`src/hw/rtl/bcm_pkg.sv`:
```
// Shared types and constants for the binomial coefficient mod prime block.
// No dependencies; imported by every module of the block.
package bcm_pkg;

  localparam int unsigned N_W   = 16;
  localparam int unsigned K_W   = 8;
  localparam int unsigned VAL_W = 30;
  localparam int unsigned MAX_K = 255;
  localparam int unsigned CELLS = MAX_K + 1;

  localparam logic [VAL_W-1:0] PRIME = VAL_W'(1000000007);

  typedef logic [VAL_W-1:0] val_t;
  typedef logic [N_W-1:0]   row_t;
  typedef logic [K_W-1:0]   col_t;

  // controller states
  typedef enum logic [1:0] {
    ST_IDLE,
    ST_RUN,
    ST_FIN
  } state_t;

  // control broadcast to the cell row
  typedef struct packed {
    logic clear;  // zero every cell (start of a query)
    logic step;   // compute the next Pascal row
    logic seed;   // left input of cell 0 is 1 on the first row
  } cell_ctl_t;

endpackage

```
`src/hw/rtl/bcm_cell.sv`:
```
// One entry of the Pascal row: adds its left neighbor's value mod the prime.
// Depends on bcm_pkg.
module bcm_cell
  import bcm_pkg::*;
(
  input  logic      clk,
  input  cell_ctl_t ctl,
  input  val_t      left_in,
  output val_t      value
);

  logic [VAL_W:0] sum;
  val_t           value_next;

  // both operands are below the prime, so one conditional subtract reduces
  always_comb begin
    sum = {1'b0, value} + {1'b0, left_in};
    if (sum >= {1'b0, PRIME}) begin
      value_next = VAL_W'(sum - {1'b0, PRIME});
    end else begin
      value_next = sum[VAL_W-1:0];
    end
  end

  always_ff @(posedge clk) begin
    if (ctl.clear) begin
      value <= '0;
    end else if (ctl.step) begin
      value <= value_next;
    end
  end

endmodule

```
`config.mk`:
```
export PLATFORM = sky130hd
export DESIGN_NAME = bcm_cell
export DESIGN_NICKNAME = d
export VERILOG_FILES = /design/src/hw/rtl/bcm_pkg.sv /design/src/hw/rtl/bcm_cell.sv
export SDC_FILE = /design/constraint.sdc
export NUM_CORES = 1
export LEC_CHECK = 0
export ABC_AREA = 1
export BUFFER_PORTS_ARGS = -buffer_cell sky130_fd_sc_hd__buf_2
export CORE_UTILIZATION = 50
export DETAILED_ROUTE_END_ITERATION = 6
export GPL_ROUTABILITY_DRIVEN = 0
export PLACE_DENSITY = 0.7
export SLEW_MARGIN = 20
export SYNTH_ARGS = -nofsm -noshare
export SYNTH_HDL_FRONTEND = slang
export SYNTH_SLANG_ARGS = --single-unit
export TNS_END_PERCENT = 1
```
`constraint.sdc`:
```
create_clock -name clk -period 4.67 [get_ports clk]
set_input_delay 1.401 -clock clk [delete_from_list [all_inputs] [get_ports clk]]
set_output_delay 1.401 -clock clk [all_outputs]
set_load 0.01 [all_outputs]
```
==> results.ini, run 1 <==
[outcome]
outcome = finished, final reports clean

[yosys]
synth_top_area_share = 0.294
synthFlopType = dfxtp_1
synth_cell_types = 33
yosysMostFrequentCell = nand2_1
post_synth.cell_area_avg_um2 = 5.04
syn_nets = 1142
synth-seq-cells = 30
synth.area.top_cells = nand2_1, inv_1, dfxtp_1, nand3_1, nor2_1
yosys_warnings = 0
ys_seq_area_frac = 0.111
netlist_instances = 1076
syn_area_um2 = 5420
synthTopCellsByCount = nand2_1, inv_1, nor2_1
synth_enable_flop_cells = 0
ys_async_sr_fraction = 0
synth_top_cell_by_area = nand2_1

[timing]
rsz0062_at_grt = false
relSlewSlack = 0.553
clock_skew_ns = 0.00373
max_freq_mhz = 230
setup_viol_count_final = 0
worst_slew_pin_slew_ns = 0.670
setup_ws_ns = 0.323
drv_slew = 0
fin_tns_setup_ns = 0
fin_crit_ns = 4.35
hold_viol = 0
post-route-period-util = 0.931

[cts]
cts_setup_buffers = 0
ctsResizeCount = 0
cts_tree = built
clk_pin_slew_worst_paths_ns = 0.07
htreeDepth = 2
cts_buffer_depth = 2
clock-sinks = 30
ctsHoldBuffers = 0
clkLatencyLatePin_ns = 0.32
cts-buffers-inserted = 5
root_buffer = clkbuf_8

[grt]
grt_max_degree = 31
antenna_found_initial = 0
grt_pass1_vias = 5762
overflow = 0
grt_pass1_wl_mm = 27.6
grt.total_usage = 0.312

[die]
pin_count = 64
die-area_um2 = 11300
die_y_um = 106
row_count = 37
core_um2 = 10400
start_util = 0.520
fp.dieW_um = 106

[worst_setup_path]
critical_path_class = in -> reg
setup.worst_path.end_class = flop
cp-startpoint = left_in[0]
critPathMaxFanout = 19
cp.arrival_ns = 4.61
r2r_start = value[0]
rr_worst_depth = 21
r2r_slack_ns = 1.09
regToRegEndpoint = value[20]
crit_path_start_kind = input port
cp-endpoint = value[20]
cp.required_ns = 4.93

[route]
drt-total-wl_mm = 16.9
drt-vias-per-instance = 5.18
drcViolationCount = 0
drtIter0Drc = 476
first_pass_iters = 6
wl_per_cell_um = 13.2
drtAntennaViolNets = 0
num_vias = 6617

[layout]
largest_reg_flops = 30
finish.instance_area_um2 = 6040
regMostFlops = value
multi_input_area_um2 = 3980
fill_cells = 1163
seq_area_um2 = 601
drive_above_1_share = 0.106
diodes = 0
syn_to_final_growth_pct = 11.4
fin_nets = 1206
top_regs = value (30)

[placed_design]
place_ws_ns = 0.0904
dpl.hpwl_mm = 13.9
port_buffers = 62
dpl-instance-area_um2 = 5930

[worst_hold_path]
hp-start = value[1]
hold_path_class = reg -> reg
whs_path_depth = 2

[power]
max-vdd-ir-drop_mv = 0.170
cellPowerDensity_nw_per_um2 = 372
p_leak_nw = 3.79

[job]
maxCapViolCount = 0

## cells in the final DEF, fill, tap and decap left out, types with 2 or more instances in the layout
cell type and instances:
a21oi_1 21, and2_1 11, buf_12 2, buf_2 62, buf_4 11, clkbuf_8 8
dfxtp_1 30, ha_1 31, inv_1 194, inv_2 3, nand2_1 424, nand2_2 11
nand3_1 101, nand3_2 8, nand3_4 2, nand3b_1 2, nand4_1 44, nor2_1 133
nor2_2 9, nor3_1 5, xor2_1 17
## worst max-delay path, stage by stage
cell and delay [ns]:
buf_2 0.08, ha_1 0.22, inv_1 0.08, fa_1 0.40
inv_1 0.16, nand2_1 0.09, nand2_1 0.07, nand3_1 0.15
nand2_1 0.21, nand2_1 0.16, nand4_1 0.12, nand2_1 0.13
nor2_1 0.21, nand2_1 0.10, nor2_1 0.14, nand3_2 0.21
nand3_4 0.22, buf_12 0.17, nand2_1 0.06, nand3_1 0.12
nand2_1 0.06, inv_1 0.06
## cell type report
cell class / count / share of cell area
multi-input cells: 831 / 0.660
inverters: 197 / 0.123
flip-flops and latches: 30 / 0.0995
repair buffers: 75 / 0.0717
well taps: 136 / 0.0282
clock buffers: 8 / 0.0182
## worst min path at each step
stage	endpoint	slack (ns)
after floorplan	value[1]	0.52
after global placement	value[1]	0.51
after detailed placement	value[1]	0.51
after CTS	value[1]	0.52
after global routing	value[1]	0.57
final	value[1]	0.52
## per-stage QoR
stage                     total power (W)  instances  hold WS (ns)  utilization
final                             0.00224       1277         0.518        0.579
after global placement            0.00193       1269         0.514        0.569
after global routing              0.00248       1277         0.569        0.579
after detailed placement          0.00194       1269         0.511        0.569
after CTS                         0.00222       1277         0.522        0.579
after floorplan                   0.00154       1076         0.517            -
## metal layers
layer / part of all wire / global-route usage / vias to the layer above
met3: 0.077 / 0.0564 / 37
met1: 0.46 / 0.420 / 2911
met4: 0.033 / 0.136 / 0
li1: - / - / 3434
met5: 0 / 0 / -
met2: 0.43 / 0.483 / 235
## report_power, final
group          switching [W]  leakage [nW]  internal, W
Clock               0.000124        0.0575     0.000149
Sequential         0.0000359         0.249     0.000298
Combinational        0.00108          3.48     0.000551
## kinds of logic after synthesis
family / Yosys count / share of synthesized area
simple gates: 753 / 0.602
xor+xnor: 18 / 0.0291
compound gates: 28 / 0.0286
fa+ha+maj: 32 / 0.0753
buf+inv: 215 / 0.154
flops: 30 / 0.111
Note: power is estimated with default switching activity, not from simulation.
==> run 2, diff against run 1 <==
Settings changed: GPL_TIMING_DRIVEN set to 0.
==> run 2 against run 1 <==
  * Non-clock buffer count up 3
  * Sequential share of layout area up 0.089 points
  * Die area unchanged
  * Clock power down 21%
  * Total power down 2.9%
  * Maximum frequency down 2.3%
  * Via count up 0.85%
  * Register-to-register slack worse by 0.09 ns
  * Combinational power about the same
  * Largest power group unchanged
==> results.ini, run 2 (synthesized netlist as in run 1, its figures left out) <==
[worst_setup_path]
critPathMaxFanout = 10
setup.worst_path.end_class = flop
crit_family = simple AND/OR/NAND/NOR gates
cp.arrival_ns = 4.65
path_buf_inv = 5
cp_slowest_stage_delay_ns = 0.40
slowest_stage = fa_1
r2r_slack_ns = 1.00
r2r_start = value[0]
cp_cell_sequence = buf_2 > ha_1 > inv_1 > fa_1 > inv_1 > nand2_1 > nand2_1 > nand3_1 > nand2_1 > nand2_1 > nand3_1 > nand2_1 > nand3_1 > nand2_2 > a21oi_2 > nor2_2 > nor2_8 > nand3_4 > buf_6 > nand2_1 > nand3_1 > nand2_1 > inv_1
crit_top_cell = nand2_1
rr_worst_depth = 22
critical_path_class = in -> reg
regToRegEndpoint = value[19]
cp.required_ns = 4.87
crit_path_start_kind = input port

[route]
drt-vias-per-instance = 5.22
first_pass_iters = 5
drcViolationCount = 0
num_vias = 6673
drtAntennaViolNets = 0
drt-total-wl_mm = 17.3
wl_per_cell_um = 13.5
drtIter0Drc = 524

[die]
die_y_um = 106
row_count = 37
fp.dieW_um = 106
start_util = 0.520
pin_count = 64
die-area_um2 = 11300
core_um2 = 10400

[layout]
drive_above_1_share = 0.101
syn_to_final_growth_pct = 10.4
top_regs = value (30)
final_common_cell = nand2_1
diodes = 0
largest_reg_flops = 30
regMostFlops = value
layout_common_cells = nand2_1, inv_1, nor2_1
fin_nets = 1209

[power]
max-vdd-ir-drop_mv = 0.188
cellPowerDensity_nw_per_um2 = 364
power_w = 0.00218
p_leak_nw = 3.75

[grt]
grt_pass1_vias = 5990
overflow = 0
antenna_found_initial = 0
grt.total_usage = 0.317
grt_pass1_wl_mm = 28.3
grt_max_degree = 11

[cts]
ctsHoldBuffers = 0
htreeDepth = 2
root_buffer = clkbuf_8
cts-buffers-inserted = 5
clock-sinks = 30
clk_pin_slew_worst_paths_ns = 0.07
clkLatencyLatePin_ns = 0.30
cts_buffer_depth = 2
cts_tree = built

[timing]
setup_viol_count_final = 0
post-route-period-util = 0.953
clock_skew_ns = 0.00987
hold_viol = 0
relSlewSlack = 0.561
max_freq_mhz = 225
worst_slew_pin_slew_ns = 0.659
fin_crit_ns = 4.45
rsz0062_at_grt = false
fin_tns_setup_ns = 0
drv_slew = 0

[worst_hold_path]
hold_path_class = reg -> reg
whs_path_depth = 2
hp-start = value[1]
hold-path-endpoint = value[1]

[job]
maxCapViolCount = 0

[placed_design]
port_buffers = 60
dpl.hpwl_mm = 14.4

[outcome]
outcome = finished, final reports clean

run 2: cell types whose count changed in the layout (fill, tap and decap cells not counted), sizes merged:
cell and change:
buf -3, clkbuf +3, clkinv +2
run 2: worst max path at each step:
stage | start | end | slack [ns] | cells after the start
after floorplan | left_in[0] | value[3] | 0.81 | 22
after global placement | left_in[0] | value[13] | 0.03 | 21
after detailed placement | left_in[0] | value[13] | 0.005 | 21
after CTS | left_in[0] | value[13] | 0.32 | 21
after global routing | left_in[0] | value[21] | 0.01 | 23
final | left_in[0] | value[19] | 0.22 | 23
run 2: metrics by stage:
stage | setup slack (ns) | utilization | hold slack [ns] | std cells | area, µm²
after floorplan | 0.814 | - | 0.517 | 1076 | 5420
after CTS | 0.322 | 0.573 | 0.542 | 1279 | 5970
after global placement | 0.0285 | 0.566 | 0.513 | 1272 | 5890
after global routing | 0.0142 | 0.574 | 0.573 | 1279 | 5980
after detailed placement | 0.00477 | 0.566 | 0.530 | 1272 | 5890
final | 0.221 | 0.574 | 0.533 | 1279 | 5980
run 2: area by class of cell:
class | instances | area, µm²
Buffer | 18 | 97.6
Clock buffer | 5 | 68.8
Clock inverter | 2 | 10.0
Fill cell | 1186 | 4430
Inverter | 197 | 739
Multi-Input combinational cell | 831 | 4000
Sequential cell | 30 | 601
Tap cell | 136 | 170
Timing Repair Buffer | 60 | 300
run 2: repair_timing:
| item | in CTS | in global routing |
|---|---|---|
| gates resized for setup | 0 | 3 |
| setup endpoints to repair | 0 | 10 |
| setup buffers | 0 | 0 |
run 2: routing by layer:
layer  GRT usage  part of all wire  up-vias
met5           0                 0        -
met4       0.132             0.039        0
met3      0.0435             0.064       45
met2       0.496              0.42      236
met1       0.433              0.48     2941
li1            -                 -     3451
run 2: worst register-to-register path, stage by stage (launching register included):
cell     delay (ns)
dfxtp_1        0.37
ha_1           0.28
inv_1          0.08
fa_1           0.40
inv_1          0.16
nand2_1        0.09
nand2_1        0.07
nand3_1        0.12
nand2_1        0.21
nand2_1        0.10
nand3_1        0.08
nand2_1        0.17
nand3_1        0.19
nand2_2        0.12
a21oi_2        0.19
nor2_2         0.08
nor2_8         0.17
nand3_4        0.14
buf_6          0.18
nand2_1        0.07
nand3_1        0.15
nand2_1        0.12
inv_1          0.04
run 2: where the power goes:
part | internal [W] | leakage (nW) | switching, W | total [W]
Sequential | 0.000298 | 0.249 | 0.0000359 | 0.000334
Combinational | 0.000533 | 3.45 | 0.00109 | 0.00163
Clock | 0.000100 | 0.0438 | 0.000116 | 0.000216
==> run 3, diff against run 2 <==
Settings changed: BUFFER_PORTS_ARGS -buffer_cell sky130_fd_sc_hd__buf_2 to -buffer_cell sky130_fd_sc_hd__clkbuf_2, CTS_CLUSTER_DIAMETER set to 150, GPL_TIMING_DRIVEN 0 to not set.
==> run 3 against run 2 <==
  * Sequential power about the same
  * Setup slack improved by 0.026 ns
  * Utilization increased by 0.35 points
  * Hold slack got worse by 0.011 ns
  * Design area increased by 0.61%
==> results.ini, run 3 (synthesized netlist as in run 1, its figures left out) <==
[power]
clockPowerShare = 0.104
max-vdd-ir-drop_mv = 0.203
p_leak_nw = 3.78
combPwrFrac = 0.744
cellPowerDensity_nw_per_um2 = 368
p_switching_w = 0.00125
p_seq_frac = 0.152
swShare = 0.564
intPower_w = 0.000966

[die]
core_um2 = 10400
die-area_um2 = 11300
fp.dieW_um = 106
die_y_um = 106
row_count = 37
start_util = 0.520
pin_count = 64

[route]
routed.top_layer = met4
drtAntennaViolNets = 0
num_vias = 6593
drt-total-wl_mm = 17.1
wl_met2_mm = 7.20
wl_per_cell_um = 13.4
drtIter0Drc = 666
wl_met1_mm = 8.12
first_pass_iters = 6
drcViolationCount = 0
drt-vias-per-instance = 5.17
met3_length_mm = 1.27

[cts]
cts_buffer_depth = 2
cts_tree = built
ctsHoldBuffers = 0
clk_pin_slew_worst_paths_ns = 0.07
root_buffer = clkbuf_8
cts_setup_buffers = 0
clkLatencyLatePin_ns = 0.30
htreeDepth = 2
clock-sinks = 30
cts-buffers-inserted = 5
ctsResizeCount = 0

[worst_setup_path]
cp_slowest_stage_delay_ns = 0.38
slowest_stage = fa_1
cp_cell_sequence = clkbuf_2 > ha_1 > inv_1 > fa_1 > inv_1 > nand2_1 > nand2_1 > nand3_1 > nand2_1 > nand2_1 > nand3_1 > nand2_1 > nand2_1 > nand2_1 > nor2_1 > nand2_1 > nor2_2 > nor2_8 > buf_4 > nand4_1 > nand3_1 > nand2_1 > inv_1
crit_top_cell = nand2_1
cp.arrival_ns = 4.63
crit_path_start_kind = input port
cp.required_ns = 4.87
setup.worst_path.end_class = flop
critPathMaxFanout = 15
critical_path_class = in -> reg

[layout]
fin_nets = 1207
top_regs = value (30)
final_common_cell = nand2_1
syn_to_final_growth_pct = 11.0
fill_cells = 1168
finalNonFillerCells = 1276
largest_reg_flops = 30
diodes = 0
regMostFlops = value
drive_above_1_share = 0.106
layout_common_cells = nand2_1, inv_1, nor2_1

[grt]
grt.total_usage = 0.310
grt_max_degree = 42
grt_pass1_wl_mm = 27.5
grt_pass1_vias = 5747
overflow = 0
antenna_found_initial = 0

[timing]
setup_ws_ns = 0.247
rsz0062_at_grt = false
fin_tns_setup_ns = 0
holdWs_ns = 0.522
drv_slew = 0
fin_crit_ns = 4.42
worst_slew_pin_slew_ns = 0.961
setup_viol_count_final = 0
post-route-period-util = 0.947
hold_viol = 0
clock_skew_ns = 0.00460
max_freq_mhz = 226
relSlewSlack = 0.359

[worst_hold_path]
hold_path_class = reg -> reg

[placed_design]
port_buffers = 62
place_inst = 1270
place_ws_ns = 0.0924
dpl.hpwl_mm = 13.9

[outcome]
outcome = finished, final reports clean

[job]
maxCapViolCount = 0

[run 3: changes by cell type in the layout (fill, tap and decap cells not counted), sizes merged]
cell	before	now
buf	72	14
clkbuf	11	68
clkinv	2	0
[run 3: metrics by stage]
stage               power [W]  cell area, µm²  utilization
finish                0.00221            6020        0.578
global route          0.00244            6020        0.578
CTS                   0.00219            6020        0.578
detailed placement    0.00195            5930        0.570
global placement      0.00193            5930        0.570
floorplan             0.00154            5420            -
[run 3: cell type report]
class | count | area, µm² | area share
Tap cell | 136 | 170 | 0.0283
Timing Repair Buffer | 76 | 440 | 0.0732
Clock buffer | 6 | 82.6 | 0.0137
Sequential cell | 30 | 601 | 0.0998
Inverter | 197 | 739 | 0.123
Multi-Input combinational cell | 831 | 3990 | 0.662
[run 3: power groups by stage]
stage	sequential [W]	combinational (W)	clock, W
floorplan	0.000354	0.00119	0
global placement	0.000341	0.00159	0
detailed placement	0.000341	0.00161	0
CTS	0.000335	0.00162	0.000237
global route	0.000342	0.00185	0.000246
finish	0.000336	0.00165	0.000230
[run 3: routing by layer]
layer  vias up  global-route usage
met5         -                   0
met4         0               0.102
met3        32              0.0343
met2       257               0.488
met1      2870               0.438
li1       3434                   -
[run 3: final timing paths]
check	start	endpoint	slack, ns	depth (start not counted)
hold reg to reg	value[1]	value[1]	0.52	2
setup reg to reg	value[0]	value[19]	1.04	22
setup / recovery	left_in[0]	value[19]	0.25	23
hold / removal	value[1]	value[1]	0.52	2
[run 3: worst max-delay path: cells and delay by family]
family        cells  cell delay, ns
buf+inv           5            0.55
simple gates     16            2.06
fa+ha+maj         2            0.59
