<file path="src/hw/rtl/bcm_pkg.sv">
// Shared types and constants for the binomial coefficient mod prime block.
// No dependencies; imported by every module of the block.
package bcm_pkg;

  localparam int unsigned N_W   = 16;
  localparam int unsigned K_W   = 8;
  localparam int unsigned VAL_W = 30;
  localparam int unsigned MAX_K = 255;
  localparam int unsigned CELLS = MAX_K + 1;

  localparam logic [VAL_W-1:0] PRIME = VAL_W'(1000000007);

  typedef logic [VAL_W-1:0] val_t;
  typedef logic [N_W-1:0]   row_t;
  typedef logic [K_W-1:0]   col_t;

  // controller states
  typedef enum logic [1:0] {
    ST_IDLE,
    ST_RUN,
    ST_FIN
  } state_t;

  // control broadcast to the cell row
  typedef struct packed {
    logic clear;  // zero every cell (start of a query)
    logic step;   // compute the next Pascal row
    logic seed;   // left input of cell 0 is 1 on the first row
  } cell_ctl_t;

endpackage

</file>
<file path="src/hw/rtl/bcm_ctrl.sv">
// Query sequencer: latches (n, k), counts rows and hands the result over.
// Depends on bcm_pkg.
module bcm_ctrl
  import bcm_pkg::*;
(
  input  logic      clk,
  input  logic      rst,
  input  logic      in_valid,
  output logic      in_stall,
  input  row_t      query_n,
  input  col_t      query_k,
  input  logic      out_busy,
  output cell_ctl_t ctl,
  output logic      load_out,
  output logic      zero_result,
  output col_t      sel_k
);

  state_t state, state_next;
  row_t   n_reg;
  col_t   k_reg;
  row_t   row;
  logic   zero_flag;
  logic   accept;
  logic   last_row;

  assign accept   = in_valid && !in_stall;
  assign last_row = (row == n_reg);

  // next state
  always_comb begin
    state_next = state;
    unique case (state)
      ST_IDLE: begin
        if (in_valid) begin
          state_next = ({8'd0, query_k} > query_n) ? ST_FIN : ST_RUN;
        end
      end
      ST_RUN: begin
        if (last_row) state_next = ST_FIN;
      end
      ST_FIN: begin
        if (!out_busy) state_next = ST_IDLE;
      end
      default: state_next = ST_IDLE;
    endcase
  end

  // outputs
  always_comb begin
    in_stall  = 1'b1;
    ctl       = '0;
    load_out  = 1'b0;
    unique case (state)
      ST_IDLE: begin
        in_stall  = 1'b0;
        ctl.clear = in_valid;
      end
      ST_RUN: begin
        ctl.step = 1'b1;
        ctl.seed = (row == '0);
      end
      ST_FIN: begin
        load_out = !out_busy;
      end
      default: begin
        in_stall = 1'b1;
      end
    endcase
  end

  always_ff @(posedge clk) begin
    if (rst) begin
      state <= ST_IDLE;
    end else begin
      state <= state_next;
    end
  end

  // query latch and row counter
  always_ff @(posedge clk) begin
    if (accept) begin
      n_reg     <= query_n;
      k_reg     <= query_k;
      zero_flag <= ({8'd0, query_k} > query_n);
      row       <= '0;
    end else if (state == ST_RUN && !last_row) begin
      row <= row + row_t'(1);
    end
  end

  assign zero_result = zero_flag;
  assign sel_k       = k_reg;

endmodule

</file>
<file path="config.mk">
export PLATFORM = sky130hd
export DESIGN_NAME = bcm_ctrl
export DESIGN_NICKNAME = d
export VERILOG_FILES = /design/src/hw/rtl/bcm_pkg.sv /design/src/hw/rtl/bcm_ctrl.sv
export SDC_FILE = /design/constraint.sdc
export NUM_CORES = 1
export LEC_CHECK = 0
export ABC_AREA = 1
export BUFFER_PORTS_ARGS = -buffer_cell sky130_fd_sc_hd__buf_2
export CAP_MARGIN = 0
export CORE_MARGIN = 2
export CORE_UTILIZATION = 50
export DETAILED_ROUTE_END_ITERATION = 10
export PLACE_DENSITY = 0.73
export SLEW_MARGIN = 25
export SYNTH_ARGS = -nofsm -noshare
export SYNTH_HDL_FRONTEND = slang
export SYNTH_SLANG_ARGS = --single-unit
</file>
<file path="constraint.sdc">
create_clock -name clk -period 2.8 [get_ports clk]
set_input_delay 0.42 -clock clk [delete_from_list [all_inputs] [get_ports clk]]
set_output_delay 0.42 -clock clk [all_outputs]
set_load 0.1 [all_outputs]
</file>
==> flow_summary.json, run 1 <==
{
  "maxSlewViolCount": 0,
  "synth_top_area_share_pct": 31.2,
  "seq_area_frac_synth_pct": 46.2,
  "final_common_cell": "nand2_1",
  "gp_congestion": 0.855,
  "die_area_mm2": 0.00538,
  "clock-skew-final_ns": 0.0132,
  "io_pins": 42,
  "setup.worst_path.end_class": "output pin",
  "slew_headroom_pct": 67.9,
  "grt_max_degree": 38,
  "die_height_um": 73.4,
  "crit_end": "ctl[0]",
  "rsz0062_at_grt": "no",
  "synth_top_cell_by_area": "edfxtp_1",
  "antenna_left": 0,
  "rows": 25,
  "min_period_ns": 2.19,
  "drtIter0Drc": 177,
  "placedInstanceArea_mm2": 0.00266,
  "antenna_cells": 0,
  "wl_per_cell_um": 12.5,
  "via_count": 2115,
  "vias_per_cell": 5.12,
  "startpoint_type": "flip-flop",
  "worstSetupPathType": "reg -> out",
  "path_clk_slew_ns": 0.09,
  "p_leak_nw": 1.25,
  "drive_gt1_share_pct": 16.2,
  "critical_path_arrival_ns": 1.77,
  "final_cell_mix": "nand2_1 (93), inv_1 (49), buf_2 (41)",
  "rrSetupSlack_ns": 0.99,
  "clk_latency_ns": 0.30,
  "cts_tree": "built",
  "cts_resized": 0,
  "finalCritPeriodShare_pct": 78.1,
  "irDropWorstVdd_mv": 0.524,
  "final_util_pct": 58.4,
  "cts_hold_buffers": 0,
  "tightest_slew_ns": 0.484,
  "finalSetupViolations": 0,
  "max_freq_mhz": 457,
  "synthTopCellsByArea": "edfxtp_1 (31%), dfxtp_1 (15%), nand2_1 (15%), inv_1 (7.6%), ha_1 (5.2%)",
  "max_cap_viol_count": 0,
  "drt_wl_total_um": 5150,
  "sequentialPowerShare_pct": 39.7,
  "synth_nets": 353,
  "fin_area_mm2": 0.00274,
  "fin_nets": 396,
  "r2r-start": "row[0]$_SDFFE_PP0N_",
  "p_int_mw": 1.14,
  "crit_required_ns": 2.38,
  "grt_overflow": 0,
  "p_switching_mw": 0.986,
  "root_buffer": "clkbuf_8",
  "r2r_cells": 12,
  "ys_ff_latch": 43,
  "first_global_vias": 1903,
  "antenna_found_initial": 0,
  "grt_pass1_wl_um": 8620,
  "drt_pass1_iterations": 4,
  "grt_use_total_pct": 20.9,
  "cp_max_fo": 5,
  "core_mm2": 0.00469,
  "min_path_type": "in -> reg",
  "ys_types": 23,
  "status": "finished clean",
  "cts.sinks": 43,
  "place_hpwl_um": 3890,
  "initial_core_util_pct": 51.3,
  "p_per_area_mw_per_mm2": 775,
  "numCtsBuffers": 5,
  "die_x_um": 73.4,
  "cts_setup_buffers": 0,
  "synthesis.area_mm2": 0.00240,
  "drc": 0,
  "combinationalPowerShare_pct": 42.4,
  "r2r-end": "state[0]$_SDFFE_PP0P_",
  "area_delta_synth_final_pct": 13.9,
  "startpoint": "row[0]$_SDFFE_PP0N_",
  "syn_inst": 315,
  "postSynthAreaPerCell_um2": 7.63,
  "numPortBuffers": 41,
  "hold_viol": 0,
  "clockBufferDepth": 2,
  "clock_power_share_pct": 17.9,
  "switching_share_pct": 46.4,
  "yosysWarnings": 0,
  "htree_levels": 2
}
routing by layer:
layer | vias to the layer above | track usage, % | wire length, um
met5 | - | 0 | 0
met4 | 0 | 6.87 | 93
met1 | 961 | 27.7 | 2360
met3 | 13 | 4.12 | 261
met2 | 56 | 34.3 | 2440
li1 | 1085 | - | -
worst min path at each step:
stage,from,endpoint,slack (ns),depth (start not counted)
after floorplan,row[13]$_SDFFE_PP0N_,row[13]$_SDFFE_PP0N_,0.46,2
after global placement,row[15]$_SDFFE_PP0N_,row[15]$_SDFFE_PP0N_,0.47,2
after detailed placement,row[15]$_SDFFE_PP0N_,row[15]$_SDFFE_PP0N_,0.47,2
after CTS,query_n[7],n_reg[7]$_DFFE_PP_,0.30,1
after global routing,query_k[4],sel_k[4]$_DFFE_PP_,0.30,1
final,query_k[7],sel_k[7]$_DFFE_PP_,0.31,1
worst max-delay path: stages, from the launching register on:
cell and delay, ns:
dfxtp_1 0.36, inv_1 0.13, ha_1 0.16, nand3_1 0.09, nor4_2 0.27, buf_2 0.46
cells in the mapped netlist:
cell,count
a21o_1,1
a21oi_1,17
buf_2,3
buf_4,1
buf_6,2
clkbuf_1,1
dfxtp_1,18
edfxtp_1,25
ha_1,10
inv_1,49
inv_2,3
nand2_1,93
nand2_2,1
nand2_4,1
nand3_1,22
nand4_1,5
nor2_1,32
nor2_2,2
nor3_1,11
nor4_1,1
o21ai_0,2
o21ai_1,3
xor2_1,12
area by class of cell:
type | instances | area [um2]
fillers | 457 | 1950
flip-flops and latches | 43 | 1110
multi-input cells | 213 | 1060
repair buffers | 43 | 220
inverters | 52 | 195
clock buffers | 6 | 72.6
well taps | 54 | 67.6
clock inverters | 2 | 8.76
cells by family after synthesis:
family          Yosys count  share of synthesized area, %
flops                    43                          46.2
fa+ha+maj                10                          5.20
simple gates            168                          29.2
xor+xnor                 12                          4.37
buf+inv                  59                          10.1
compound gates           23                          4.89
power groups by stage:
stage | logic, mW | registers (mW) | clock network, mW
detailed placement | 0.899 | 0.859 | 0
finish | 0.900 | 0.843 | 0.379
global placement | 0.885 | 0.854 | 0
global route | 0.970 | 0.855 | 0.413
floorplan | 0.573 | 1.03 | 0
CTS | 0.902 | 0.845 | 0.383
stage by stage:
| step | std cells | power [mW] | TNS, ns | hold WS, ns | setup WS [ns] |
|---|---|---|---|---|---|
| after floorplan | 315 | 1.60 | -0.0956 | 0.457 | -0.0956 |
| after global placement | 405 | 1.74 | 0 | 0.466 | 1.01 |
| after detailed placement | 405 | 1.76 | 0 | 0.471 | 0.915 |
| after CTS | 413 | 2.13 | 0 | 0.305 | 0.589 |
| after global routing | 413 | 2.24 | 0 | 0.298 | 0.479 |
| final | 413 | 2.12 | 0 | 0.307 | 0.612 |
No activity file was read; power rests on OpenSTA's default activity.
==> run 2: changes to the inputs <==
--- a/config.mk
+++ b/config.mk
@@ -5,13 +5,13 @@
 export SDC_FILE = /design/constraint.sdc
 export NUM_CORES = 1
 export LEC_CHECK = 0
-export ABC_AREA = 1
+export ABC_AREA = 0
 export BUFFER_PORTS_ARGS = -buffer_cell sky130_fd_sc_hd__buf_2
 export CAP_MARGIN = 0
 export CORE_MARGIN = 2
 export CORE_UTILIZATION = 50
 export DETAILED_ROUTE_END_ITERATION = 10
-export PLACE_DENSITY = 0.73
+export PLACE_DENSITY = 0.74
 export SLEW_MARGIN = 25
 export SYNTH_ARGS = -nofsm -noshare
 export SYNTH_HDL_FRONTEND = slang
==> constraint.sdc (replaced) <==
create_clock -name clk -period 2.05 [get_ports clk]
set_input_delay 0.3075 -clock clk [delete_from_list [all_inputs] [get_ports clk]]
set_output_delay 0.3075 -clock clk [all_outputs]
set_load 0.1 [all_outputs]
==> flow_summary.json, run 2 <==
{
  "maxSlewViolCount": 0,
  "numCtsBuffers": 5,
  "drt_wl_total_um": 4710,
  "vias_per_cell": 5.72,
  "place_hpwl_um": 3260,
  "antenna_found_initial": 0,
  "max_cap_viol_count": 0,
  "synth_top_cell_by_area": "edfxtp_1",
  "die_area_mm2": 0.00498,
  "area_delta_synth_final_pct": 21.8,
  "yosysWarnings": 0,
  "p_leak_nw": 1.08,
  "synth_fa_ha_area_share_pct": 5.65,
  "cts_tree": "built",
  "clock-skew-final_ns": 0.00628,
  "status": "finished clean",
  "yosysMostFrequentCell": "edfxtp_1",
  "drt_pass1_iterations": 4,
  "synthSimpleGateAreaFrac_pct": 18.3,
  "cp_max_fo": 4,
  "htree_levels": 2,
  "final_common_cell": "buf_2",
  "setup.worst_path.end_class": "output pin",
  "hold_viol": 0,
  "grt_overflow": 0,
  "synth_compound_area_share_pct": 11.2,
  "synth_top_cells_by_count": "edfxtp_1 (25), dfxtp_1 (18), nand2_1 (18)",
  "synth_ff_type": "edfxtp_1",
  "min_path_type": "in -> reg",
  "worstSetupPathType": "reg -> out",
  "gp_congestion": 0.858,
  "startpoint_type": "flip-flop",
  "core_mm2": 0.00432,
  "ys_ff_latch": 43,
  "antenna_left": 0,
  "slew_headroom_pct": 67.4,
  "synthXorXnorAreaFrac_pct": 6.33,
  "max_freq_mhz": 500,
  "final_cell_mix": "buf_2 (40), edfxtp_1 (25), nand2_1 (18)",
  "finalCritPeriodShare_pct": 97.6,
  "numPortBuffers": 41,
  "synth-edff-count": 25,
  "cts.sinks": 43,
  "rows": 24,
  "critical_path_arrival_ns": 1.69,
  "finalSetupViolations": 0,
  "crit_required_ns": 1.74,
  "io_pins": 42,
  "postSynthAreaPerCell_um2": 11.4,
  "synth.area.mux_share_pct": 1.86,
  "drive_gt1_share_pct": 37.1,
  "initial_core_util_pct": 51.2,
  "antenna_cells": 0,
  "synthTopCellsByArea": "edfxtp_1 (34%), dfxtp_1 (16%), xnor2_1 (6.3%), ha_1 (5.6%), o211ai_2 (4.5%)",
  "syn_inst": 194,
  "ys_types": 46,
  "synthesis.area_mm2": 0.00221,
  "async_reset_ff_share_pct": 0,
  "clk_latency_ns": 0.30,
  "rrSetupSlack_ns": 0.20,
  "root_buffer": "clkbuf_8",
  "p_per_area_mw_per_mm2": 831,
  "die_height_um": 70.6,
  "min_period_ns": 2.00,
  "drtIter0Drc": 82,
  "grt_pass1_wl_um": 7470,
  "die_x_um": 70.6,
  "wl_per_cell_um": 15.7,
  "via_count": 1717,
  "tightest_slew_ns": 0.492,
  "first_global_vias": 1624,
  "whs_ns": 0.195,
  "total_power_mw": 2.24,
  "seq_area_frac_synth_pct": 50.2,
  "rsz0062_at_grt": "yes",
  "irDropWorstVdd_mv": 0.577,
  "grt_use_total_pct": 19.4,
  "synth_nets": 232,
  "fin_nets": 285,
  "drc": 0,
  "clockBufferDepth": 2,
  "synth_top_family_by_area": "simple AND/OR/NAND/NOR gates",
  "path_clk_slew_ns": 0.09,
  "synth_top_area_share_pct": 33.9,
  "grt_max_degree": 27
}
## run 2: area by class of cell
| class | count | area (um2) |
|---|---|---|
| multi-input cells | 129 | 1030 |
| clock buffers | 5 | 68.8 |
| inverters | 13 | 50.0 |
| well taps | 52 | 65.1 |
| flip-flops and latches | 43 | 1130 |
| repair buffers | 55 | 325 |
| fillers | 354 | 1630 |
| clock inverters | 3 | 20.0 |
## run 2: repair_timing
action / 4_1_cts / 5_1_grt
hold buffers: 0 / 0
endpoints found under the setup margin: 1 / 1
gates cloned: 0 / 0
resized for setup: 2 / 21
pin swaps: 3 / 5
buffers inserted: 0 / 8
## run 2: per-stage QoR
step           setup WS (ns)  util [%]  TNS [ns]  instances  area [um2]
2_1_floorplan         -0.586         -    -0.586        194        2240
3_3_place_gp           0.252      57.2         0        284        2470
3_5_place_dp           0.221      57.2         0        284        2470
4_1_cts              0.00468      59.3         0        292        2560
5_1_grt              -0.0250      62.4   -0.0250        300        2700
6_report              0.0487      62.4         0        300        2700
## run 2: logic make-up (layout without fill, tap and decap cells)
family	after synthesis	count (layout)
and+or+nand+nor	69	69
DFF	43	43
AOI/OAI and AO/OA	30	30
buffers and inverters	22	76
xor gates and xnor gates	16	16
adders and majority gates	10	10
muxes	4	4
## run 2: worst paths after layout
path / from / depth (start not counted) / endpoint
max: row[12]$_SDFFE_PP0N_ / 4 / ctl[0]
min: query_n[9] / 1 / n_reg[9]$_DFFE_PP_
max reg2reg: row[0]$_SDFFE_PP0N_ / 5 / row[1]$_SDFFE_PP0N_
min reg2reg: row[2]$_SDFFE_PP0N_ / 1 / row[2]$_SDFFE_PP0N_
## run 2: routing by layer
metal	global-route usage [%]	routed length, um
met5	0	0
met4	8.81	139
met3	4.84	217
met2	33.1	2280
met1	23.2	2080
## run 2: worst max-delay path, stage by stage, from the launching register on
cell and delay [ns]:
dfxtp_4 0.37, nor4_4 0.27, nand4_1 0.19, nor4b_4 0.34, buf_12 0.21
## run 2: report_power, final
part           internal [mW]  switching, mW  leakage, nW
sequential             0.999         0.0698        0.391
clock                  0.238          0.305       0.0418
combinational          0.201          0.429        0.649
total                   1.44          0.805         1.08
==> run 3: changes to the inputs <==
==> constraint.sdc (replaced) <==
create_clock -name clk -period 2.35 [get_ports clk]
set_input_delay 0.3525 -clock clk [delete_from_list [all_inputs] [get_ports clk]]
set_output_delay 0.3525 -clock clk [all_outputs]
set_load 0.1 [all_outputs]
==> flow_summary.json, run 3 (synthesis results as in run 2) <==
{
  "final_common_cell": "buf_2",
  "io_pins": 42,
  "clockBufferDepth": 2,
  "cts.sinks": 43,
  "total_power_mw": 2.05,
  "maxSlewViolCount": 0,
  "area_delta_synth_final_pct": 16.3,
  "cp_max_fo": 8,
  "max_cap_viol_count": 0,
  "worstSetupPathType": "reg -> out",
  "cts_hold_buffers": 0,
  "slew_headroom_pct": 67.5,
  "clock-skew-final_ns": 0.00582,
  "vias_per_cell": 5.68,
  "gp_congestion": 0.892,
  "path_clk_slew_ns": 0.08,
  "grt_pass1_wl_um": 7230,
  "cts_resized": 0,
  "setup_ws_ns": 0.167,
  "rrSetupSlack_ns": 0.41,
  "min_path_type": "in -> reg",
  "min_period_ns": 2.18,
  "initial_core_util_pct": 51.2,
  "irDropWorstVdd_mv": 0.435,
  "grt_overflow": 0,
  "drtIter0Drc": 96,
  "clock_power_share_pct": 28.0,
  "die_height_um": 70.6,
  "sequentialPowerShare_pct": 45.4,
  "switching_share_pct": 33.9,
  "cts_setup_buffers": 0,
  "numCtsBuffers": 5,
  "numPortBuffers": 41,
  "htree_levels": 2,
  "p_per_area_mw_per_mm2": 796,
  "rows": 24,
  "tightest_slew_ns": 0.490,
  "drt_wl_total_um": 4440,
  "core_mm2": 0.00432,
  "crit_required_ns": 2.00,
  "grt_use_total_pct": 18.3,
  "status": "finished clean",
  "setup.worst_path.end_class": "output pin",
  "finalSetupViolations": 0,
  "root_buffer": "clkbuf_8",
  "finalCritPeriodShare_pct": 92.9,
  "grt_max_degree": 27,
  "p_int_mw": 1.35,
  "drt_pass1_iterations": 4,
  "final_cell_mix": "buf_2 (40), edfxtp_1 (25), nand2_1 (18), dfxtp_1 (18), xnor2_1 (16)",
  "first_global_vias": 1540,
  "antenna_left": 0,
  "wl_per_cell_um": 15.3,
  "fillers": 371,
  "drc": 0,
  "cts_tree": "built",
  "place_ws_ns": 0.447,
  "critical_path_arrival_ns": 1.83,
  "die_x_um": 70.6,
  "rsz0062_at_grt": "no",
  "max_freq_mhz": 458,
  "tns_ns": 0,
  "antenna_found_initial": 0,
  "combinationalPowerShare_pct": 26.6,
  "drive_gt1_share_pct": 28.0,
  "fin_nets": 276,
  "startpoint_type": "flip-flop",
  "die_area_mm2": 0.00498,
  "place_hpwl_um": 3350,
  "via_count": 1652,
  "antenna_cells": 0,
  "p_switching_mw": 0.696,
  "p_leak_nw": 1.01,
  "clk_latency_ns": 0.29,
  "hold_viol": 0
}
run 3: path summary, 6_finish.rpt:
path,end,cells past startpoint,start
worst max-delay path,ctl[0],4,row[2]$_SDFFE_PP0N_
worst min-delay path,sel_k[4]$_DFFE_PP_,1,query_k[4]
worst max register to register,row[1]$_SDFFE_PP0N_,6,row[0]$_SDFFE_PP0N_
worst min register to register,row[15]$_SDFFE_PP0N_,2,row[15]$_SDFFE_PP0N_
run 3: worst max-delay path, cell delays in order (launching register included):
cell and delay, ns:
dfxtp_1 0.40, nor4_1 0.36, nand4_1 0.20, nor4b_4 0.36, buf_12 0.22
run 3: metal layers:
| layer | wire length [um] | up-vias | global-route usage, % |
|---|---|---|---|
| met3 | 179 | 6 | 3.56 |
| met2 | 2190 | 51 | 31.2 |
| met4 | 70 | 0 | 5.45 |
| met5 | 0 | - | 0 |
| met1 | 2000 | 782 | 23.7 |
| li1 | - | 813 | - |
run 3: power groups by stage:
stage          Sequential (mW)  Clock [mW]  Combinational [mW]
2_1_floorplan             1.03           0               0.326
3_3_place_gp             0.944           0               0.538
3_5_place_dp             0.946           0               0.542
4_1_cts                  0.929       0.583               0.549
5_1_grt                  0.938       0.607               0.579
6_report                 0.930       0.575               0.545
run 3: per-stage QoR:
stage | cell area (um2) | cells | hold WS [ns] | util (%)
4_1_cts | 2570 | 291 | 0.240 | 59.5
6_report | 2570 | 291 | 0.246 | 59.5
3_3_place_gp | 2460 | 283 | 0.530 | 57.0
2_1_floorplan | 2230 | 194 | 0.451 | -
5_1_grt | 2570 | 291 | 0.237 | 59.5
3_5_place_dp | 2460 | 283 | 0.534 | 57.0
run 3: area by class of cell:
cell class | count | area, um2 | area share [%]
sequential | 43 | 1110 | 43.1
multi-input combinational | 129 | 981 | 38.1
inverter | 13 | 48.8 | 1.90
clock inverter | 3 | 42.5 | 1.65
tap | 52 | 65.1 | 2.53
clock buffer | 5 | 68.8 | 2.67
timing repair buffer | 46 | 258 | 10.0
